**src/hw/rtl/nvcls_pkg.sv**
```systemverilog
// Shared types for the counter log store: opcodes, controller states and
// the command and status bundles between controller and datapath.
// No dependencies.
`default_nettype none

package nvcls_pkg;

  localparam int unsigned HALF_W = 32;
  localparam int unsigned WORD_W = 64;
  localparam int unsigned REC_W  = 128;
  localparam int unsigned CFG_W  = 9;
  localparam int unsigned RAW_SLOT_W = 8;
  localparam logic [CFG_W-1:0] RECORDS_RESET = 9'd128;

  typedef enum logic [1:0] {
    OP_SCAN    = 2'd0,
    OP_WRITE   = 2'd1,
    OP_ERASE   = 2'd2,
    OP_PRELOAD = 2'd3
  } op_t;

  typedef enum logic [3:0] {
    ST_CLEAR,
    ST_IDLE,
    ST_SCAN,
    ST_CHECK_FULL,
    ST_SWEEP,
    ST_PROG_RD,
    ST_PROG_WR,
    ST_PRELOAD,
    ST_DONE
  } state_t;

  typedef struct packed {
    logic latch_in;
    logic scan_start;
    logic scan_step;
    logic sweep_step;
    logic erase_done;
    logic prog_rd;
    logic prog_wr;
    logic preload_wr;
    logic load_out;
  } cmd_t;

  typedef struct packed {
    logic known;
    logic slot_full;
    logic scan_done;
    logic sweep_last;
    logic out_busy;
  } sts_t;

endpackage

`default_nettype wire

```
**src/hw/rtl/nvcls_ctrl.sv**
```systemverilog
// Controller state machine of the counter log store.
// Depends on nvcls_pkg; drives the command bundle of nvcls_dpath.
`default_nettype none

module nvcls_ctrl
  import nvcls_pkg::*;
(
  input  wire logic       clk,
  input  wire logic       rst_n,
  input  wire logic       in_valid,
  output logic            in_ready,
  input  wire logic [1:0] in_op,
  input  wire sts_t       sts,
  output cmd_t            cmd
);

  state_t state_r, state_nxt;
  op_t    op_r, op_nxt;
  op_t    in_op_dec;

  assign in_op_dec = op_t'(in_op);

  always_ff @(posedge clk) begin
    if (!rst_n) begin
      state_r <= ST_CLEAR;
      op_r    <= OP_SCAN;
    end else begin
      state_r <= state_nxt;
      op_r    <= op_nxt;
    end
  end

  always_comb begin
    state_nxt = state_r;
    op_nxt    = op_r;
    cmd       = '0;
    in_ready  = 1'b0;
    unique case (state_r)
      ST_CLEAR: begin
        // Power-on pass that sets every record to the erased pattern.
        cmd.sweep_step = 1'b1;
        if (sts.sweep_last) begin
          state_nxt = ST_IDLE;
        end
      end
      ST_IDLE: begin
        in_ready = 1'b1;
        if (in_valid) begin
          cmd.latch_in = 1'b1;
          op_nxt       = in_op_dec;
          unique case (in_op_dec)
            OP_SCAN: begin
              cmd.scan_start = 1'b1;
              state_nxt      = ST_SCAN;
            end
            OP_WRITE: begin
              if (sts.known) begin
                state_nxt = ST_CHECK_FULL;
              end else begin
                cmd.scan_start = 1'b1;
                state_nxt      = ST_SCAN;
              end
            end
            OP_ERASE:   state_nxt = ST_SWEEP;
            OP_PRELOAD: state_nxt = ST_PRELOAD;
            default:    state_nxt = ST_IDLE;
          endcase
        end
      end
      ST_SCAN: begin
        cmd.scan_step = 1'b1;
        if (sts.scan_done) begin
          state_nxt = (op_r == OP_WRITE) ? ST_CHECK_FULL : ST_DONE;
        end
      end
      ST_CHECK_FULL: begin
        state_nxt = sts.slot_full ? ST_SWEEP : ST_PROG_RD;
      end
      ST_SWEEP: begin
        cmd.sweep_step = 1'b1;
        if (sts.sweep_last) begin
          cmd.erase_done = 1'b1;
          state_nxt      = (op_r == OP_WRITE) ? ST_PROG_RD : ST_DONE;
        end
      end
      ST_PROG_RD: begin
        cmd.prog_rd = 1'b1;
        state_nxt   = ST_PROG_WR;
      end
      ST_PROG_WR: begin
        cmd.prog_wr = 1'b1;
        state_nxt   = ST_DONE;
      end
      ST_PRELOAD: begin
        cmd.preload_wr = 1'b1;
        state_nxt      = ST_DONE;
      end
      ST_DONE: begin
        if (!sts.out_busy) begin
          cmd.load_out = 1'b1;
          state_nxt    = ST_IDLE;
        end
      end
      default: state_nxt = ST_IDLE;
    endcase
  end

endmodule

`default_nettype wire

```
**config.mk**
```make
export PLATFORM = sky130hd
export DESIGN_NAME = nvcls_ctrl
export DESIGN_NICKNAME = d
export VERILOG_FILES = /design/src/hw/rtl/nvcls_pkg.sv /design/src/hw/rtl/nvcls_ctrl.sv
export SDC_FILE = /design/constraint.sdc
export NUM_CORES = 1
export LEC_CHECK = 0
export BUFFER_PORTS_ARGS = -buffer_cell sky130_fd_sc_hd__buf_2
export CORE_AREA = 2 2 39 41
export CTS_CLUSTER_DIAMETER = 80
export DETAILED_ROUTE_END_ITERATION = 16
export DIE_AREA = 0 0 41 43
export HOLD_SLACK_MARGIN = 0.02
export PLACE_DENSITY = 0.72
export SYNTH_ARGS = -nofsm -noshare
export SYNTH_HDL_FRONTEND = slang
export SYNTH_SLANG_ARGS = --single-unit
```
**constraint.sdc**
```tcl
create_clock -name clk -period 2.03 [get_ports clk]
set_input_delay 0.406 -clock clk [delete_from_list [all_inputs] [get_ports clk]]
set_output_delay 0.406 -clock clk [all_outputs]
set_load 0.1 [all_outputs]
```
After elaboration in Yosys (flattened, before gate mapping)
Cells that the tools add are included.
{"block": "op_classes", "eq_ne": 17, "n_mux": 25, "reduce_logical": 6}
{"operator": "4-bit case mux with 8 select lines", "n": 1}
{"operator": "4-bit two-way mux", "n": 7}
{"operator": "4-bit by 3-bit == test with 1-bit output, second input constant", "n": 4}
{"operator": "4-bit case mux with 4 select lines", "n": 1}
{"operator": "1-bit two-way mux", "n": 13}
{"operator": "2-bit inequality test, second input constant", "n": 5}
{"operator": "4-bit by 2-bit == test with 1-bit output, second input constant", "n": 2}
{"operator": "5-bit AND reduction", "n": 1}
{"operator": "2-bit by 1-bit == test with 1-bit output, second input constant", "n": 2}
{"operator": "2-bit == test, second input constant", "n": 2}
{"operator": "4-bit by 1-bit == test with 1-bit output, second input constant", "n": 1}
{"operator": "4-bit == test, second input constant", "n": 1}
{"operator": "4-bit zero test", "n": 1}
{"operator": "2-bit two-way mux", "n": 2}
{"operator": "2-bit OR reduction", "n": 2}
{"operator": "2-bit zero test", "n": 1}
{"operator": "1-bit case mux with 2 select lines", "n": 1}
{"operator": "2-bit AND reduction", "n": 1}
{"block": "word_totals", "reg_bits": 6, "output_inout_bits": 10, "word_cells": 50}

Depth between registers and ports, before layout
{"block": "logic_depth", "word_depth": 4, "ltp_mapped": 5, "mapped_depth_nobuf": 4}

Worst setup path after synthesis
Ideal clock, no wire load.
{"block": "synth_timing", "kind": "register -> output", "start": "reg state_r[3]", "end": "out cmd[7] (netlist bit)", "t_arrival_ns": 4.168, "required_time_ns": 1.624, "setup_slack_ns": -2.544, "path_stages_with_launch": 5, "n_path_buf": 1, "cell_sequence": "dfxtp_1 -> buf_6 -> nor4b_4 -> nand2_1 -> a211oi_1"}
{"item": "start, declared", "line": "nvcls_ctrl.sv:17", "text": "state_t state_r, state_nxt;"}
{"item": "start signal, assigned", "line": "nvcls_ctrl.sv:28", "text": "state_r <= state_nxt;"}
{"item": "end, declared", "line": "nvcls_ctrl.sv:14", "text": "output cmd_t cmd"}

==> results_dict.tcl <==
set metrics [dict create \
    status "completed" \
    vias 610 \
    place_ws_ns 0.332 \
    worstHoldStart "rst_n" \
    syn2layout_area_growth_pct 49.4 \
    final_cell_mix "buf_2 (11), buf_12 (8), nand2_1 (6)" \
    hold-worst-slack_ns 0.414 \
    yosysSeqAreaShare 0.206 \
    cp-startpoint "state_r[1]" \
    clock_sinks 6 \
    io_pins 20 \
    finalHoldViolCount 0 \
    reg2regPathDepth 5 \
    ir_worst_vdd_mv 1.13 \
    layout_min_cycle_time_ns 1.95 \
    path_delay_family "simple AND/OR/NAND/NOR gates" \
    worstPathMaxFanout 15 \
    cts_htree_levels 1 \
    setup_violations 0 \
    fin_ws_ns 0.0839 \
    chipWidth_microns 41 \
    place_congestion 0.939 \
    clk_pin_slew_ns 0.05 \
    syn_avg_cell_area_sq_um 8.21 \
    antenna_found_initial 0 \
    endpoint_kind "output port" \
    row_count 14 \
    syn_inst 71 \
    worstMarginPinSlew_ns 0.483 \
    crit_slowest_cell "dfxtp_2" \
    leakage_nw 0.322 \
    arrival_ns 1.54 \
    num-fill-cells 119 \
    cap_violations 0 \
    fin_util 0.629 \
    drc 0 \
    die_area_sq_mm 0.00176 \
    numCtsBuffers 3 \
    fin_nets 104 \
    ys_warn_count 0 \
    crit_path_start_kind "flop" \
    post_drt_via_cell_ratio 5.65 \
    path_class "reg -> out" \
    total_power_mw 1.38 \
    grt_use_total 0.176 \
    cp.buffers_inverters 1 \
    grt_max_degree 16 \
    cts_setup_buffers 0 \
    routed_wl_mm 1.33 \
    syn_area_sq_um 583 \
    fmaxAchievable_mhz 514 \
    port-buffer-count 19 \
    max_slew_margin 0.680 \
    drv_slew 0 \
    cts_tree "done" \
    ys_ff_latch 6 \
    layout_commonest_cell "buf_2" \
    coreArea_sq_mm 0.00138 \
    grt_pass1_wl_mm 2.17 \
    period_share 0.959 \
    die_h_microns 43 \
    dr.pass1.iters 4 \
    antenna_left 0 \
    clkLatencyLatePin_ns 0.24 \
    overflow 0 \
    routedWlPerCell_microns 12.3 \
    path_cells "nor4b_4, nand2_2, a211oi_4, buf_12" \
    grt_pass1_vias 519 \
    hold_class "in -> reg" \
    drt-initial-drc-count 13 \
    r2r-start "state_r[3]" \
    cpPeakStageDelay_ns 0.41 \
    dpl.hpwl_mm 1.11 \
    rsz0062_at_grt "no" \
    synth_nets 81 \
    diodes 0 \
    ys_types 35 \
    hold_path_depth 2 \
    cts_max_path_buffers 2 \
    power.density_mw_per_mm2 1580 \
    cp.depth 4 \
    finClkSkew_ns 0.00673 \
    clockRootBuffer "clkbuf_4" \
    start_util 0.421 \
    drive_gt1_frac 0.478 \
    worstPathRequired_ns 1.62 \
]
what timing repair did:
item,in CTS,in global routing
gates resized for setup,0,1
setup endpoints to repair,0,1
hold buffers,0,0
final timing paths:
kind	end	slack, ns
min reg2reg	op_r[1]	0.47
max reg2reg	state_r[1]	0.44
min	state_r[3]	0.41
max	cmd[7]	0.08
cells in the mapped netlist (all sizes together):
| library cell | count | area, sq um |
|---|---|---|
| buf | 4 | 38.8 |
| a21boi | 1 | 7.51 |
| o211ai | 1 | 7.51 |
| a221o | 1 | 10.0 |
| nor4b | 4 | 62.6 |
| nor3b | 1 | 12.5 |
| nand3 | 2 | 10.0 |
| nand2 | 7 | 26.3 |
| and2 | 1 | 8.76 |
| mux2i | 1 | 10.0 |
| and3 | 1 | 6.26 |
| o31a | 2 | 17.5 |
| nor2b | 1 | 6.26 |
| inv | 5 | 18.8 |
| nand2b | 3 | 21.3 |
| xnor2 | 1 | 8.76 |
| dfxtp | 6 | 120 |
| or2 | 2 | 12.5 |
| nor2 | 7 | 26.3 |
| a41oi | 1 | 16.3 |
| nor3 | 5 | 30.0 |
| o21ai | 3 | 15.0 |
| nor4 | 1 | 6.26 |
| o2111ai | 1 | 8.76 |
| nand3b | 1 | 7.51 |
| o31ai | 2 | 25.0 |
| a211oi | 3 | 27.5 |
| a21oi | 3 | 15.0 |
report_power, final:
part           internal, mW  switching, mW  total, mW
clock network        0.0667         0.0406      0.107
logic                 0.363          0.656       1.02
registers             0.156         0.0942      0.251
metal layers:
metal | vias up | GRT usage | part of all wire
li1 | 304 | - | -
met1 | 290 | 0.231 | 0.45
met2 | 16 | 0.278 | 0.50
met3 | 0 | 0.0366 | 0.048
met4 | 0 | 0.0533 | 0
met5 | - | 0 | 0
sequential cells by signal, summed over array words and instances, names as in the netlist:
register / cells
state_r: 4
op_r: 2
worst register-to-register path: cells and delay by family (launching register included):
family	cells	cell delay [ns]
compound gates	3	0.64
buf+inv	1	0.17
flops	1	0.56
simple gates	1	0.09
kinds of logic after synthesis:
kind of cell              after synthesis  share of synthesized area
xor gates and xnor gates                1                     0.0150
buffers and inverters                   9                     0.0987
AOI/OAI and AO/OA                      18                      0.258
DFF                                     6                      0.206
muxes                                   1                     0.0172
and+or+nand+nor                        36                      0.406
final cells by class:
type,instances,area (sq um),share of cell area
Clock buffer,3,22.5,0.0259
Inverter,5,18.8,0.0216
Multi-Input combinational cell,56,449,0.516
Sequential cell,6,123,0.141
Tap cell,16,20.0,0.0230
Timing Repair Buffer,22,238,0.273
stage by stage:
stage                     area [sq um]  std cells  setup TNS, ns
final                              871        108              0
after CTS                          870        108              0
after detailed placement           847        105              0
after global routing               871        108              0
after floorplan                    628         71          -2.82
after global placement             847        105              0
(Power assumes the default switching activity.)
